`src/rtl/core/pk2u_pkg.sv`:
```
`timescale 1ns / 1ps

package pk2u_pkg;

   // Field and register widths fixed by the interface
   localparam int BYTE_W  = 8;
   localparam int LEN_W   = 11;
   localparam int INDEX_W = 10;

   // Default largest block size in bytes
   localparam int MAX_BLOCK_BYTES_DEF = 1024;

   // Register reset values
   localparam logic [LEN_W-1:0] SRC_LENGTH_RST    = LEN_W'(256);
   localparam logic [LEN_W-1:0] EXPECT_LENGTH_RST = LEN_W'(48);

   // Padding marker bytes
   localparam logic [BYTE_W-1:0] PAD_ZERO_BYTE = 8'h00;
   localparam logic [BYTE_W-1:0] PAD_TYPE2     = 8'h02;

   // Register indexes
   localparam int CSR_IDX_W = 1;
   typedef enum logic [CSR_IDX_W-1:0] {
      CSR_SRC_LENGTH    = 1'b0,
      CSR_EXPECT_LENGTH = 1'b1
   } csr_idx_type;

   // One result beat
   typedef struct packed {
      logic [BYTE_W-1:0]  out_byte;
      logic [INDEX_W-1:0] out_index;
      logic               copied;
      logic               last;
   } pk2u_rsp_type;

endpackage

```
`src/rtl/core/pk2u_track.sv`:
```
`timescale 1ns / 1ps

module pk2u_track import pk2u_pkg::*; #(
   parameter int MAX_BLOCK_BYTES = MAX_BLOCK_BYTES_DEF
) (
   input  logic                 clock,
   input  logic                 reset,
   input  logic                 csr_wr_en,
   input  logic [CSR_IDX_W-1:0] csr_index,
   input  logic [LEN_W-1:0]     csr_wr_data,
   input  logic                 accept,
   input  logic [BYTE_W-1:0]    src_byte,
   input  logic [BYTE_W-1:0]    old_dest_byte,
   output logic                 push,
   output pk2u_rsp_type         push_data
);

   // Position holds values below the clamped block length
   localparam int POS_W = (MAX_BLOCK_BYTES > 1) ? $clog2(MAX_BLOCK_BYTES) : 1;
   localparam int CW    = ((POS_W > LEN_W) ? POS_W : LEN_W) + 2;

   logic [LEN_W-1:0] src_length_ff, src_length_in;
   logic [LEN_W-1:0] expect_length_ff, expect_length_in;
   logic [POS_W-1:0] position_ff, position_in;
   logic             bad_ff, bad_in;

   logic [CW-1:0] len_w, exp_w, pos_w, p_w, data_start, sep, rel_idx;
   logic          wrap, last, len_fail, bad_cur, in_data;

   // Configuration registers
   always_comb begin
      src_length_in    = src_length_ff;
      expect_length_in = expect_length_ff;
      if (csr_wr_en) begin
         unique case (csr_idx_type'(csr_index))
            CSR_SRC_LENGTH:    src_length_in    = csr_wr_data;
            CSR_EXPECT_LENGTH: expect_length_in = csr_wr_data;
            default:           src_length_in    = src_length_ff;
         endcase
      end
   end

   // Clamp the length and locate this byte within the block
   always_comb begin
      len_w = (CW'(src_length_ff) > CW'(MAX_BLOCK_BYTES)) ? CW'(MAX_BLOCK_BYTES)
                                                        : CW'(src_length_ff);
      exp_w      = CW'(expect_length_ff);
      pos_w      = CW'(position_ff);
      wrap       = (pos_w >= len_w);
      p_w        = wrap ? '0 : pos_w;
      bad_cur    = wrap ? 1'b0 : bad_ff;
      last       = ((p_w + CW'(1)) >= len_w);
      len_fail   = (len_w < (exp_w + CW'(3)));
      data_start = len_w - exp_w;
      sep        = data_start - CW'(1);
      rel_idx    = p_w - data_start;
      in_data    = (p_w > sep);
   end

   // Check the padding and build the result beat
   always_comb begin
      bad_in              = bad_cur;
      push                = 1'b0;
      push_data.out_byte  = old_dest_byte;
      push_data.out_index = p_w[INDEX_W-1:0];
      push_data.copied    = 1'b0;
      push_data.last      = last;
      if (len_fail) begin
         push = accept;
      end else begin
         priority if (p_w == '0) begin
            if (src_byte != PAD_ZERO_BYTE) bad_in = 1'b1;
         end else if (p_w == CW'(1)) begin
            if (src_byte != PAD_TYPE2) bad_in = 1'b1;
         end else if (p_w < sep) begin
            if (src_byte == PAD_ZERO_BYTE) bad_in = 1'b1;
         end else if (!in_data) begin
            if (src_byte != PAD_ZERO_BYTE) bad_in = 1'b1;
         end else begin
            push                = accept;
            push_data.out_index = rel_idx[INDEX_W-1:0];
            push_data.copied    = !bad_cur;
            push_data.out_byte  = bad_cur ? old_dest_byte : src_byte;
         end
      end
      if (last) begin
         bad_in = 1'b0;
      end
      position_in = last ? '0 : POS_W'(p_w + CW'(1));
   end

   // Hold configuration and advance block state on each accepted beat
   always_ff @(posedge clock) begin
      if (reset) begin
         src_length_ff    <= SRC_LENGTH_RST;
         expect_length_ff <= EXPECT_LENGTH_RST;
         position_ff      <= '0;
         bad_ff           <= 1'b0;
      end else begin
         src_length_ff    <= src_length_in;
         expect_length_ff <= expect_length_in;
         if (accept) begin
            position_ff <= position_in;
            bad_ff      <= bad_in;
         end
      end
   end

endmodule

```
`src/rtl/core/pk2u_skid.sv`:
```
`timescale 1ns / 1ps

module pk2u_skid import pk2u_pkg::*; (
   input  logic         clock,
   input  logic         reset,
   input  logic         push,
   input  pk2u_rsp_type push_data,
   output logic         in_ready,
   output logic         out_valid,
   input  logic         out_ready,
   output pk2u_rsp_type out_data
);

   logic         main_valid_ff, main_valid_in;
   logic         spare_valid_ff, spare_valid_in;
   pk2u_rsp_type main_ff, main_in;
   pk2u_rsp_type spare_ff, spare_in;
   logic         drain;

   assign drain     = main_valid_ff && out_ready;
   assign in_ready  = !spare_valid_ff;
   assign out_valid = main_valid_ff;
   assign out_data  = main_ff;

   // Move the spare beat forward, else load or hold the new beat
   always_comb begin
      main_valid_in  = main_valid_ff;
      spare_valid_in = spare_valid_ff;
      main_in        = main_ff;
      spare_in       = spare_ff;
      if (spare_valid_ff) begin
         if (drain) begin
            main_in        = spare_ff;
            spare_valid_in = 1'b0;
         end
      end else if (push) begin
         if (!main_valid_ff || drain) begin
            main_in       = push_data;
            main_valid_in = 1'b1;
         end else begin
            spare_in       = push_data;
            spare_valid_in = 1'b1;
         end
      end else if (drain) begin
         main_valid_in = 1'b0;
      end
   end

   always_ff @(posedge clock) begin
      if (reset) begin
         main_valid_ff  <= 1'b0;
         spare_valid_ff <= 1'b0;
      end else begin
         main_valid_ff  <= main_valid_in;
         spare_valid_ff <= spare_valid_in;
      end
      main_ff  <= main_in;
      spare_ff <= spare_in;
   end

endmodule

```
`src/rtl/core/pkcs1_type2_unpad_stream.sv`:
```
`timescale 1ns / 1ps

// Streaming PKCS#1 v1.5 type 2 unpadding. One beat on req_ carries the next byte of a
// decrypted block together with the old destination byte; the block checks the 00 02
// header, the nonzero padding and the zero separator on the fly, and for each of the
// last expect_length bytes returns one rsp_ beat holding the source byte (copied = 1)
// or, on bad padding, the old byte. Header and padding beats give no result. When the
// clamped src_length < expect_length + 3 every beat returns the old byte as is. A new
// beat is taken every cycle: the check is one registered pass from the position/flag
// registers into a two-entry output buffer, so req_ready drops only when both entries
// hold results that rsp_ready has not taken. Write csr_ registers only while idle.
module pkcs1_type2_unpad_stream import pk2u_pkg::*; #(
   parameter int MAX_BLOCK_BYTES = MAX_BLOCK_BYTES_DEF
) (
   input  logic                 clock,
   input  logic                 reset,
   input  logic                 csr_wr_en,
   input  logic [CSR_IDX_W-1:0] csr_index,
   input  logic [LEN_W-1:0]     csr_wr_data,
   input  logic                 req_valid,
   output logic                 req_ready,
   input  logic [BYTE_W-1:0]    req_src_byte,
   input  logic [BYTE_W-1:0]    req_old_dest_byte,
   output logic                 rsp_valid,
   input  logic                 rsp_ready,
   output logic [BYTE_W-1:0]    rsp_out_byte,
   output logic [INDEX_W-1:0]   rsp_out_index,
   output logic                 rsp_copied,
   output logic                 rsp_last
);

   logic         accept;
   logic         push;
   pk2u_rsp_type push_data;
   pk2u_rsp_type rsp_data;

   assign accept = req_valid && req_ready;

   pk2u_track #(
      .MAX_BLOCK_BYTES (MAX_BLOCK_BYTES)
   ) u_track (
      .clock         (clock),
      .reset         (reset),
      .csr_wr_en     (csr_wr_en),
      .csr_index     (csr_index),
      .csr_wr_data   (csr_wr_data),
      .accept        (accept),
      .src_byte      (req_src_byte),
      .old_dest_byte (req_old_dest_byte),
      .push          (push),
      .push_data     (push_data)
   );

   pk2u_skid u_skid (
      .clock     (clock),
      .reset     (reset),
      .push      (push),
      .push_data (push_data),
      .in_ready  (req_ready),
      .out_valid (rsp_valid),
      .out_ready (rsp_ready),
      .out_data  (rsp_data)
   );

   assign rsp_out_byte  = rsp_data.out_byte;
   assign rsp_out_index = rsp_data.out_index;
   assign rsp_copied    = rsp_data.copied;
   assign rsp_last      = rsp_data.last;

endmodule

```
`config.mk`:
```
export PLATFORM = sky130hd
export DESIGN_NAME = pkcs1_type2_unpad_stream
export DESIGN_NICKNAME = d
export VERILOG_FILES = /design/src/rtl/core/pk2u_pkg.sv /design/src/rtl/core/pk2u_track.sv /design/src/rtl/core/pk2u_skid.sv /design/src/rtl/core/pkcs1_type2_unpad_stream.sv
export SDC_FILE = /design/constraint.sdc
export NUM_CORES = 1
export LEC_CHECK = 0
export ABC_AREA = 1
export BUFFER_PORTS_ARGS = -buffer_cell sky130_fd_sc_hd__buf_2
export CELL_PAD_IN_SITES_DETAIL_PLACEMENT = 0
export CELL_PAD_IN_SITES_GLOBAL_PLACEMENT = 2
export CORE_UTILIZATION = 35
export CTS_CLUSTER_SIZE = 25
export DETAILED_ROUTE_END_ITERATION = 8
export GPL_ROUTABILITY_DRIVEN = 0
export PLACE_DENSITY_LB_ADDON = 0.1
export RECOVER_POWER = 25
export SLEW_MARGIN = 30
export SYNTH_ARGS = -nofsm -noshare
export SYNTH_HDL_FRONTEND = slang
export SYNTH_SLANG_ARGS = --single-unit
```
`constraint.sdc`:
```
create_clock -name clock -period 8.3 [get_ports clock]
set_input_delay 0.83 -clock clock [delete_from_list [all_inputs] [get_ports clock]]
set_output_delay 0.83 -clock clock [all_outputs]
set_load 0.005 [all_outputs]
```
**Word level (Yosys, flattened, before mapping)**

Index checks and enable logic that the tools add are counted.

- Register bits after elaboration: 75
- Input bits: 33
- Output and inout bits: 22
- Word-level logic and storage cells: 84

- Add/sub/neg operators: 5
- Magnitude comparators: 6
- Equality and inequality tests: 4
- Mux-type cells: 35
- Bitwise logic cells: 3
- Reduce and logical (&&, ||, !) cells: 17

Operators by type and width:

| kind | count |
|---|---|
| 19-bit 2-to-1 mux | 5 |
| 20-bit 2-to-1 mux | 4 |
| 13-bit less-than comparator | 2 |
| 1-bit 2-to-1 mux | 22 |
| 10-bit 2-to-1 mux | 2 |
| 13-bit by 1-bit adder with 13-bit output, second input constant | 1 |
| 13-bit by 1-bit == test with 1-bit output, second input constant | 1 |
| 10-bit by 13-bit greater-or-equal comparator with 1-bit output | 1 |
| 13-bit greater-or-equal comparator | 1 |
| 13-bit > comparator | 1 |
| 13-bit logical NOT | 1 |
| 13-bit by 1-bit subtractor with 13-bit output, second input constant | 1 |
| 11-bit by 2-bit adder with 12-bit output, second input constant | 1 |
| 11-bit by 11-bit subtractor with 12-bit output | 1 |
| 11-bit > comparator, second input constant | 1 |
| 11-bit 2-to-1 mux | 1 |
| 10-bit subtractor | 1 |
| 3-bit AND reduction | 3 |
| 8-bit logical NOT | 1 |
| 8-bit 2-to-1 mux | 1 |
| 8-bit by 2-bit != test with 1-bit output, second input constant | 1 |
| 8-bit nonzero test | 1 |
| 2-bit nonzero test | 3 |
| 2-bit AND reduction | 2 |
| other kinds (6) | 11 |

**Logic depth before layout (Yosys ltp)**

Gate-level depths: netlist of run 1.

- Word-level depth: 13
- Depth in mapped cells: 34
- Depth with buffers taken out: 34

**Hierarchy**

A second synthesis of run 1 with hierarchy kept.

- Cells, all modules: 835
- Area total of the unflattened synthesis: 5938.2 um^2

Modules (own cells, without submodules):

| module | times used | cells each | area each (um^2) | sequential area each (um^2) |
|---|---|---|---|---|
| pk2u_track | 1 | 707 | 4359.2 | 660.6 |
| pk2u_skid | 1 | 126 | 1571.5 | 1241.2 |
| pkcs1_type2_unpad_stream | 1 | 2 | 7.5 | 0.0 |

**Worst setup path before layout of run 1**

Ideal clock, no wire load.

- Path type: reg-to-reg
- From: register u_track.src_length_ff[2]
- To: register u_skid.main_ff (netlist bit u_skid.out_data[0]) (enable)
- Setup time: 0.405 ns
- Arrival time: 5.313 ns
- Required time: 7.895 ns
- Setup slack: 2.583 ns
- Cell stages (with the launch flop): 31
- Path buffers: 0
- Clock period less this slack: 5.717 ns
- Cells stage by stage: dfxtp_1 > nor4_1 > nand3_1 > o21ai_0 > inv_1 > nor2_1 > inv_1 > ha_1 > inv_1 > fa_1 > inv_1 > ha_1 > inv_1 > nor2_2 > nand3_1 > nor2_1 > nand2_2 > nor2_4 > xor2_1 > ha_1 > nand2_1 > o21ba_2 > nand3_1 > nand2_1 > nand2_1 > nand2_1 > a21oi_4 > nand3_4 > nand2_1 > nand3_1 > o22ai_1

- Cells in the longest elaborated chain, start to end: 12
- Elaborated cells on any way between the ends: 18
- Classes of those cells: add/sub: 2; order compare: 5; eq/ne: 1; mux: 7; reduce/logical: 3

Ends and longest elaborated chain:

| what | RTL line | RTL |
|---|---|---|
| from (decl) | pk2u_track.sv:22 | `logic [LEN_W-1:0] src_length_ff, src_length_in;` |
| from (signal assigned) | pk2u_track.sv:100 | `src_length_ff <= src_length_in;` |
| 11-bit > comparator | pk2u_track.sv:45 | `len_w = (CW'(src_length_ff) > CW'(MAX_BLOCK_BYTES)) ? CW'(MAX_BLOCK_BYTES)` |
| 11-bit 2-to-1 mux (*) | pk2u_track.sv:45 |  |
| 11-bit by 11-bit subtractor with 12-bit output or 10-bit by 13-bit greater-or-equal comparator with 1-bit output (tied branches) | pk2u_track.sv:54, pk2u_track.sv:49 |  |
| 13-bit by 1-bit subtractor with 13-bit output or 10-bit 2-to-1 mux (tied branches) | pk2u_track.sv:55, pk2u_track.sv:50 |  |
| 13-bit > comparator | pk2u_track.sv:57 | `in_data = (p_w > sep);` |
| 1-bit 2-to-1 mux | pk2u_track.sv:77 | `end else if (!in_data) begin` |
| 1-bit 2-to-1 mux | pk2u_track.sv:75 | `end else if (p_w < sep) begin` |
| 1-bit 2-to-1 mux | pk2u_track.sv:73 | `end else if (p_w == CW'(1)) begin` |
| 1-bit 2-to-1 mux | pk2u_track.sv:71 | `priority if (p_w == '0) begin` |
| 1-bit 2-to-1 mux (*) | pk2u_track.sv:68 | `if (len_fail) begin` |
| 2-bit nonzero test (no source line) (*) | n/a |  |
| 3-bit AND reduction (no source line) (*) | n/a |  |
| to (signal assigned) | pk2u_skid.sv:57 | `main_ff <= main_in;` |
| to (decl) | pk2u_skid.sv:16 | `pk2u_rsp_type main_ff, main_in;` |

Mark *: on every way between the ends. The rest lies on a longest branch, timed or not.
A chain may end at the register's enable or synchronous reset.

==> impl_metrics.yaml, run 1 <==
placement:
  hpwl_mm: 13.7
  portBuffers: 54
  dpl-instance-area_sq_um: 6490
  pre_cts_slack_ns: 1.90
layout:
  drive_above_1_share_pct: 9.45
  antenna_cells: 0
  fillers: 1785
  layout.cells.most_common: "nand2_1"
  final_core_util_pct: 40.8
  final_nets: 995
  layout_common_cells: "245 x nand2_1, 134 x inv_1, 66 x ha_1"
  multiInputGateArea_sq_um: 3530
  ff_latch_area_sq_um: 1900
  final_cell_area_sq_um: 6790
  area_growth_pct: 13.1
floorplanning:
  start_util_pct: 36.0
  fp.dieW_um: 133
  die_area_sq_um: 17700
  core-area_sq_um: 16600
  rows: 47
  die_h_um: 133
  ioPinCount: 55
clock_tree:
  post_cts_buffers: 0
  clock-sinks: 75
  cts_max_level: 3
  clk_pin_slew_worst_paths_ns: 0.07
  ctsResizeCount: 0
  clock_path_buffers: 2
  cts_made_buffers: 9
  cts_tree: "yes"
  cts_root_buf: "clkbuf_16"
  clk-insertion-delay-late_ns: 0.35
  hold_buffers: 0
global_route:
  antenna_found_initial: 0
  grt_remaining_overflow: 0
  grt_pass1_wl_mm: 27.6
  grt_usage_pct: 20.2
  grt_pass1_vias: 5281
  grt_max_degree: 25
timing:
  timing.final.hold_violations: 0
  timing.final.ws_setup_ns: 1.85
  period_minus_slack_ns: 6.45
  final.setup.tns_ns: 0
  rsz0062_at_grt: "false"
  drv_slew: 0
  clock_skew_ns: 0.0136
  worst_pin_slew_ns: 0.937
  fmax_mhz: 155
  finalCritPeriodShare_pct: 77.7
  setup_viol: 0
  slew_headroom_pct: 37.5
worst_setup_path:
  crit_fanout: 12
  critPathSlowestCell: "nor2_1"
  worst-r2r-cell-count: 31
  cpMostUsedCell: "nand2_1"
  reg2reg_setup_slack_ns: 1.85
  cpPeakStageDelay_ns: 0.62
  cp.required_ns: 8.56
  reg2reg_from: "u_track.src_length_ff[2]"
  crit_path_start_kind: "flop"
  r2r-end: "u_track.bad_ff"
  crit_type: "flop to flop"
  end_kind: "flop"
  worstPathArrival_ns: 6.71
yosys:
  synth_seq_cells: 75
  netlist_area_sq_um: 6000
  synth-compound-area-share_pct: 11.4
  async_flop_share_pct: 0
  yosys.area_share.simple_pct: 29.2
  synth_xor_area_share_pct: 3.50
  synth_top_family_by_area: "simple AND/OR/NAND/NOR gates"
  synthMuxAreaShare_pct: 0
  yosysTopAreaCellShare_pct: 20.0
  synth_area_leaders: "edfxtp_1 20%, nand2_1 15%, ha_1 14%"
  synth_top_cell_by_area: "edfxtp_1"
  synth_fa_ha_area_share_pct: 14.4
  synthCells: 843
  synth_edf_count: 40
  syn_avg_cell_area_sq_um: 7.12
  ys_types: 45
  ys.warnings.count: 0
  yosysSeqAreaShare_pct: 31.7
  synth_ff_type: "edfxtp_1"
  synth_fp_nets: 944
routing:
  dr_total_vias: 5434
  avgViaCountPerCell: 4.86
  wl_mm: 17.0
  wl_per_cell_um: 15.2
  first_pass_iters: 4
  drtIter0Drc: 247
  drc: 0
  drtAntennaViolNets: 0
pwr:
  vdd_drop_max_mv: 0.0908
  p_comb_share_pct: 28.4
  switching_share_pct: 34.4
  internal_power_uw: 771
  switchingPower_uw: 405
  p_seq_share_pct: 36.2
  cellLeakagePower_uw: 0.00329
  clockPowerShare_pct: 35.3
  p_per_area_nw_per_um2: 173
worst_hold_path:
  holdPathStages: 2
  hp-class: "flop to flop"
  hold-path-endpoint: "u_track.bad_ff"
  hold_path_startpoint: "u_track.bad_ff"
run:
  max_cap_viol_count: 0
run_status:
  status: "finished clean"
-- worst max-delay path, delay by kind of cell, from the launching register on --
kind	cells	cell delay [ns]
AO/OA/AOI/OAI	8	1.63
adder cells (fa/ha/maj)	3	0.89
buffers and inverters	4	0.50
flip-flops	1	0.33
AND/OR/NAND/NOR	16	3.00
-- cell usage after synthesis (all sizes together) (2+ instances only) --
library cell	count
nor2	65
nor3	8
nor4	4
o211ai	3
xnor2	5
buf	4
nand4	14
ha	66
edfxtp	40
fa	2
inv	137
o21ai	37
xor2	19
o21a	10
a21oi	55
nand2	253
clkbuf	10
o41ai	2
dfxtp	35
nand3b	3
nand3	59
a21boi	2
-- state kept, by name (all words and copies together), names as in the netlist --
register	cells
u_skid.spare_valid_ff	1
u_skid.spare_ff	20
u_skid.out_valid	1
u_track.src_length_ff	11
u_track.expect_length_ff	11
u_skid.out_data	20
u_track.bad_ff	1
u_track.position_ff	10
-- power by group through the flow --
stage | registers, uW | logic (uW) | clock network, uW
finish | 426 | 335 | 415
global route | 429 | 384 | 439
CTS | 426 | 339 | 424
detailed placement | 434 | 337 | 0
global placement | 434 | 336 | 0
floorplan | 434 | 240 | 0
-- routing by layer --
metal | global-route usage, % | part of all wire (%)
met1 | 26.0 | 47
met2 | 34.8 | 47
met3 | 2.61 | 3.0
met4 | 6.64 | 2.2
met5 | 0 | 0
-- how the worst max path moves through the flow --
stage / from / to / slack [ns] / cells past startpoint
4_1_cts: u_track.src_length_ff[2] / u_track.bad_ff / 1.86 / 31
6_report: u_track.src_length_ff[2] / u_track.bad_ff / 1.85 / 31
5_1_grt: u_track.src_length_ff[2] / u_track.bad_ff / 1.19 / 31
2_1_floorplan: u_track.src_length_ff[2] / u_skid.out_data[0] / 2.58 / 30
3_3_place_gp: u_track.src_length_ff[2] / u_skid.out_data[14] / 1.96 / 30
3_5_place_dp: u_track.src_length_ff[2] / u_track.bad_ff / 1.90 / 31
-- layout make-up --
cell class,count,area share [%]
clock buffer,9,3.32
clock inverter,7,1.22
inverter,138,7.63
multi-input combinational,616,52.0
sequential,75,28.0
tap,220,4.06
timing repair buffer,54,3.78
-- stage by stage --
stage | hold WS [ns] | std cells | total power [uW]
after detailed placement | 0.464 | 1103 | 771
after global placement | 0.458 | 1103 | 770
after CTS | 0.477 | 1119 | 1190
after floorplan | 0.445 | 843 | 674
final | 0.470 | 1119 | 1180
after global routing | 0.511 | 1119 | 1250
-- cell families after synthesis --
logic type,count (synthesis)
fa+ha+maj,68
compound gates,117
simple gates,407
buf+inv,152
xor+xnor,24
flops,75
No activity file was read; power rests on OpenSTA's default activity.
==> run 2, diff against run 1 <==
--- a/config.mk
+++ b/config.mk
@@ -5,11 +5,11 @@
 export SDC_FILE = /design/constraint.sdc
 export NUM_CORES = 1
 export LEC_CHECK = 0
-export ABC_AREA = 1
+export ABC_AREA = 0
 export BUFFER_PORTS_ARGS = -buffer_cell sky130_fd_sc_hd__buf_2
 export CELL_PAD_IN_SITES_DETAIL_PLACEMENT = 0
 export CELL_PAD_IN_SITES_GLOBAL_PLACEMENT = 2
-export CORE_UTILIZATION = 35
+export CORE_UTILIZATION = 38
 export CTS_CLUSTER_SIZE = 25
 export DETAILED_ROUTE_END_ITERATION = 8
 export GPL_ROUTABILITY_DRIVEN = 0
==> constraint.sdc (replaced) <==
create_clock -name clock -period 6.7 [get_ports clock]
set_input_delay 0.67 -clock clock [delete_from_list [all_inputs] [get_ports clock]]
set_output_delay 0.67 -clock clock [all_outputs]
set_load 0.005 [all_outputs]
==> impl_metrics.yaml, run 2 <==
run_status:
  status: "finished with violations"
  violations: "max-capacitance violations, max-slew violations"
yosys:
  synth_top_family_by_area: "simple AND/OR/NAND/NOR gates"
  synth_most_common_cell: "nand2_1"
  ys_types: 73
  synth-compound-area-share_pct: 17.7
  synth_top_cell_by_area: "edfxtp_1"
  yosysTopAreaCellShare_pct: 20.1
  ys_top_cells_by_count: "97 x nand2_1, 66 x ha_1, 48 x a21oi_1"
  synthMuxAreaShare_pct: 6.66
  yosys.area_share.simple_pct: 18.5
  synth_fa_ha_area_share_pct: 14.5
  async_flop_share_pct: 0
  yosysSeqAreaShare_pct: 31.9
  netlist_area_sq_um: 5970
  synth_ff_type: "edfxtp_1"
  ys.warnings.count: 0
  synthCells: 669
  synth_xor_area_share_pct: 5.83
  syn_avg_cell_area_sq_um: 8.92
  synth_edf_count: 40
  synth_seq_cells: 75
  synth_area_leaders: "edfxtp_1 20%, ha_1 14%, dfxtp_1 12%"
  synth_fp_nets: 770
timing:
  slew_headroom_pct: -2.99
  holdWs_ns: 0.464
  finalCritPeriodShare_pct: 89.3
  timing.final.hold_violations: 0
  timing.final.ws_setup_ns: 0.715
  setup_viol: 0
  rsz0062_at_grt: "false"
  fmax_mhz: 167
  clock_skew_ns: 0.0110
  final.setup.tns_ns: 0
  worst_pin_slew_ns: 1.54
  period_minus_slack_ns: 5.98
  drv_slew: 37
global_route:
  grt_remaining_overflow: 0
  antenna_found_initial: 0
  grt_pass1_vias: 4795
  grt_pass1_wl_mm: 25.3
  grt_usage_pct: 20.2
  grt_max_degree: 37
clock_tree:
  clk-insertion-delay-late_ns: 0.34
  clock_path_buffers: 2
  cts_made_buffers: 9
  clk_pin_slew_worst_paths_ns: 0.06
  cts_max_level: 3
  post_cts_buffers: 0
  cts_root_buf: "clkbuf_16"
  clock-sinks: 75
  ctsResizeCount: 0
  hold_buffers: 0
  cts_tree: "yes"
pwr:
  clockPowerShare_pct: 33.5
  total_power_uw: 1380
  cellLeakagePower_uw: 0.00294
  vdd_drop_max_mv: 0.106
  switching_share_pct: 31.4
  internal_power_uw: 945
  p_seq_share_pct: 38.4
  p_per_area_nw_per_um2: 205
  switchingPower_uw: 433
  p_comb_share_pct: 28.2
worst_setup_path:
  path_buf_inv: 2
  reg2reg_from: "u_track.src_length_ff[10]"
  crit_fanout: 13
  cp.required_ns: 6.79
  worstSetupPathDepth: 19
  crit_path_start_kind: "flop"
  end_kind: "flop"
  cp_cell_sequence: "inv_1, nand2_1, ha_1, a2111o_1, o221ai_1, and2_1, nand2_1, inv_1, ha_1, nor2b_1, o31ai_1, a21o_1, a21oi_1, o221a_2, o211a_1, nand3_2, a21o_1, mux2_4, mux2_4"
  cpPeakStageDelay_ns: 0.54
  worstPathArrival_ns: 6.08
  critPathSlowestCell: "and2_1"
  cpLargestDelayFamily: "compound AO/OA/AOI/OAI gates"
  worst-r2r-cell-count: 19
  reg2reg_setup_slack_ns: 0.72
  r2r-end: "u_skid.out_data[12]"
  crit_type: "flop to flop"
placement:
  dpl-instance-area_sq_um: 6430
  portBuffers: 54
  pre_cts_slack_ns: 0.712
  hpwl_mm: 12.7
worst_hold_path:
  hp-class: "flop to flop"
  holdPathStages: 2
  hold_path_startpoint: "u_track.src_length_ff[7]"
  hold-path-endpoint: "u_track.src_length_ff[7]"
layout:
  layout.cells.most_common: "nand2_1"
  final_cell_area_sq_um: 6710
  layout_common_cells: "97 x nand2_1, 66 x ha_1, 48 x a21oi_1"
  final_nets: 813
  area_growth_pct: 12.4
  fillers: 1506
  antenna_cells: 0
  drive_above_1_share_pct: 15.1
routing:
  wl_mm: 15.9
  wl_per_cell_um: 17.2
  first_pass_iters: 6
  drtIter0Drc: 223
  drtAntennaViolNets: 0
  avgViaCountPerCell: 5.40
  dr_total_vias: 5015
  drc: 0
floorplanning:
  start_util_pct: 39.1
  rows: 45
  die_h_um: 127
  die_area_sq_um: 16200
  fp.dieW_um: 127
  ioPinCount: 55
  core-area_sq_um: 15300
run:
  max_cap_viol_count: 1
## run 2: final cells by class
| type | count | area, sq um | area share, % |
|---|---|---|---|
| clock buffers | 11 | 254 | 3.79 |
| flip-flops and latches | 75 | 1900 | 28.3 |
| clock inverters | 5 | 32.5 | 0.485 |
| multi-input cells | 522 | 3790 | 56.5 |
| inverters | 45 | 169 | 2.52 |
| repair buffers | 59 | 297 | 4.42 |
| well taps | 211 | 264 | 3.94 |
## run 2: worst reg2reg max path, cell delays in order, from the launching register on
cell and delay, ns:
dfxtp_1 0.33, inv_1 0.30, nand2_1 0.18, ha_1 0.34, a2111o_1 0.41, o221ai_1 0.50, and2_1 0.54, nand2_1 0.18
inv_1 0.23, ha_1 0.28, nor2b_1 0.13, o31ai_1 0.23, a21o_1 0.15, a21oi_1 0.08, o221a_2 0.27, o211a_1 0.21
nand3_2 0.28, a21o_1 0.48, mux2_4 0.37, mux2_4 0.25
## run 2: power by group through the flow
stage	Combinational, uW	Sequential, uW	Clock (uW)
6_report	388	529	461
5_1_grt	434	531	494
3_3_place_gp	385	539	0
3_5_place_dp	389	539	0
4_1_cts	392	529	476
2_1_floorplan	284	536	0
## run 2: worst max path at each step
stage                               from                   to
6_report       u_track.src_length_ff[10]  u_skid.out_data[12]
5_1_grt        u_track.src_length_ff[10]  u_skid.out_data[19]
4_1_cts        u_track.src_length_ff[10]  u_skid.out_data[15]
3_5_place_dp   u_track.src_length_ff[10]  u_skid.out_data[17]
3_3_place_gp   u_track.src_length_ff[10]  u_skid.out_data[15]
2_1_floorplan  u_track.src_length_ff[10]   u_skid.spare_ff[0]
## run 2: through the flow
step,instances,utilization [%]
after floorplan,669,-
after global placement,912,42.1
after detailed placement,912,42.2
after CTS,928,44.0
after global routing,928,44.0
final,928,44.0
## run 2: cell families after synthesis
kind of cell	count (synthesis)
compound gates	156
mux	31
flops	75
simple gates	229
buf+inv	72
fa+ha+maj	68
xor+xnor	38
## run 2: metal layers
layer	global-route usage (%)	part of all wire [%]
met1	25.4	46
met2	35.4	49
met3	3.14	3.3
met4	5.95	1.6
met5	0	0
==> run 3, diff against run 2 <==
--- a/config.mk
+++ b/config.mk
@@ -9,12 +9,14 @@
 export BUFFER_PORTS_ARGS = -buffer_cell sky130_fd_sc_hd__buf_2
 export CELL_PAD_IN_SITES_DETAIL_PLACEMENT = 0
 export CELL_PAD_IN_SITES_GLOBAL_PLACEMENT = 2
-export CORE_UTILIZATION = 38
+export CORE_UTILIZATION = 39
+export CTS_BUF_LIST = sky130_fd_sc_hd__clkbuf_8
 export CTS_CLUSTER_SIZE = 25
 export DETAILED_ROUTE_END_ITERATION = 8
 export GPL_ROUTABILITY_DRIVEN = 0
 export PLACE_DENSITY_LB_ADDON = 0.1
 export RECOVER_POWER = 25
+export SKIP_CTS_REPAIR_TIMING = 1
 export SLEW_MARGIN = 30
 export SYNTH_ARGS = -nofsm -noshare
 export SYNTH_HDL_FRONTEND = slang
==> constraint.sdc (replaced) <==
create_clock -name clock -period 6 [get_ports clock]
set_input_delay 0.6 -clock clock [delete_from_list [all_inputs] [get_ports clock]]
set_output_delay 0.6 -clock clock [all_outputs]
set_load 0.005 [all_outputs]
==> impl_metrics.yaml, run 3 (synthesized netlist as in run 2, its figures left out) <==
layout:
  layout.cells.most_common: "nand2_1"
  drive_above_1_share_pct: 16.6
  final_cell_area_sq_um: 6640
  layout_common_cells: "97 x nand2_1, 66 x ha_1, 49 x buf_2"
  area_growth_pct: 11.2
  antenna_cells: 0
  fillers: 1491
  final_nets: 821
timing:
  timing.final.ws_setup_ns: 0.562
  rsz0062_at_grt: "false"
  timing.final.hold_violations: 0
  fmax_mhz: 184
  final.setup.tns_ns: 0
  drv_slew: 37
  holdWs_ns: 0.459
  period_minus_slack_ns: 5.44
  slew_headroom_pct: -7.14
  finalCritPeriodShare_pct: 90.6
  setup_viol: 0
  clock_skew_ns: 0.0120
  worst_pin_slew_ns: 1.61
routing:
  first_pass_iters: 4
  avgViaCountPerCell: 5.56
  drc: 0
  drtAntennaViolNets: 0
  drtIter0Drc: 301
  wl_per_cell_um: 17.3
  dr_total_vias: 5057
  wl_mm: 15.7
placement:
  pre_cts_slack_ns: 0.430
  dpl-instance-area_sq_um: 6450
  hpwl_mm: 12.6
  portBuffers: 54
pwr:
  cellLeakagePower_uw: 0.00294
  vdd_drop_max_mv: 0.147
  total_power_uw: 1430
  p_per_area_nw_per_um2: 215
floorplanning:
  die_area_sq_um: 15800
  rows: 44
  core-area_sq_um: 14800
  die_h_um: 126
  start_util_pct: 40.5
  fp.dieW_um: 126
  ioPinCount: 55
worst_setup_path:
  r2r-end: "u_skid.out_data[13]"
  cp.required_ns: 6.12
  crit_path_start_kind: "flop"
  worst-r2r-cell-count: 21
  reg2reg_from: "u_track.src_length_ff[10]"
  end_kind: "flop"
  crit_type: "flop to flop"
  worstPathArrival_ns: 5.56
  reg2reg_setup_slack_ns: 0.56
  crit_fanout: 13
clock_tree:
  clk-insertion-delay-late_ns: 0.37
  clock-sinks: 75
  cts_tree: "yes"
  cts_root_buf: "clkbuf_8"
  cts_max_level: 3
  clock_path_buffers: 2
  cts_made_buffers: 9
  clk_pin_slew_worst_paths_ns: 0.08
run:
  max_cap_viol_count: 1
global_route:
  grt_usage_pct: 20.8
  grt_remaining_overflow: 0
  grt_max_degree: 37
  grt_pass1_vias: 4982
  antenna_found_initial: 0
  grt_pass1_wl_mm: 25.8
worst_hold_path:
  hold_path_startpoint: "u_track.src_length_ff[9]"
  holdPathStages: 2
  hold-path-endpoint: "u_track.src_length_ff[9]"
  hp-class: "flop to flop"
run_status:
  violations: "max-capacitance violations, max-slew violations"
  status: "finished with violations"
==> run 3: metal layers <==
metal  wire, um  up-vias  global-route usage [%]
met5          0        -                       0
met4        233        0                    5.74
met3        543       16                    3.87
met2       6740       95                    31.7
met1       8230     2411                    30.0
li1           -     2535                       -
==> run 3: worst max path at each step <==
stage | start | to | slack [ns]
final | u_track.src_length_ff[10] | u_skid.out_data[13] | 0.56
after global routing | u_track.src_length_ff[10] | u_skid.out_data[13] | 0.17
after CTS | u_track.src_length_ff[10] | u_skid.out_data[13] | 0.41
after detailed placement | u_track.src_length_ff[10] | u_skid.out_data[13] | 0.43
after global placement | u_track.src_length_ff[10] | u_skid.out_data[19] | 0.66
after floorplan | u_track.src_length_ff[10] | u_skid.spare_ff[0] | 0.18
==> run 3: critical path: stages (launching register included) <==
cell and delay [ns]:
dfxtp_1 0.36, inv_1 0.31, nand2_1 0.20, inv_1 0.16
ha_1 0.30, o211a_1 0.26, o21a_1 0.21, o21ai_0 0.37
nand2_1 0.24, a41oi_1 0.30, a21oi_1 0.07, ha_1 0.32
a211o_1 0.29, o221ai_1 0.20, a21o_1 0.11, a21oi_1 0.06
o221a_2 0.25, o211a_1 0.17, nand3_2 0.11, a21o_2 0.31
mux2_4 0.35, mux2_4 0.26
==> run 3: area by class of cell <==
| cell class | instances | area [sq um] | area share (%) |
|---|---|---|---|
| clock buffer | 9 | 124 | 1.87 |
| clock inverter | 7 | 67.6 | 1.02 |
| timing repair buffer | 67 | 362 | 5.45 |
| multi-input combinational | 522 | 3790 | 57.0 |
| sequential | 75 | 1900 | 28.6 |
| tap | 184 | 230 | 3.47 |
| inverter | 45 | 169 | 2.54 |
==> run 3: stage by stage <==
step / util [%] / instances
4_1_cts: 45.0 / 909
3_5_place_dp: 43.7 / 893
5_1_grt: 45.0 / 909
2_1_floorplan: - / 669
3_3_place_gp: 43.7 / 893
6_report: 45.0 / 909
==> run 3: power by group <==
part / total (uW) / internal (uW) / leakage [uW] / switching (uW)
registers: 589 / 573 / 0.000675 / 16.3
clock network: 389 / 191 / 0.0000950 / 198
logic: 447 / 184 / 0.00217 / 263
total: 1430 / 947 / 0.00294 / 478
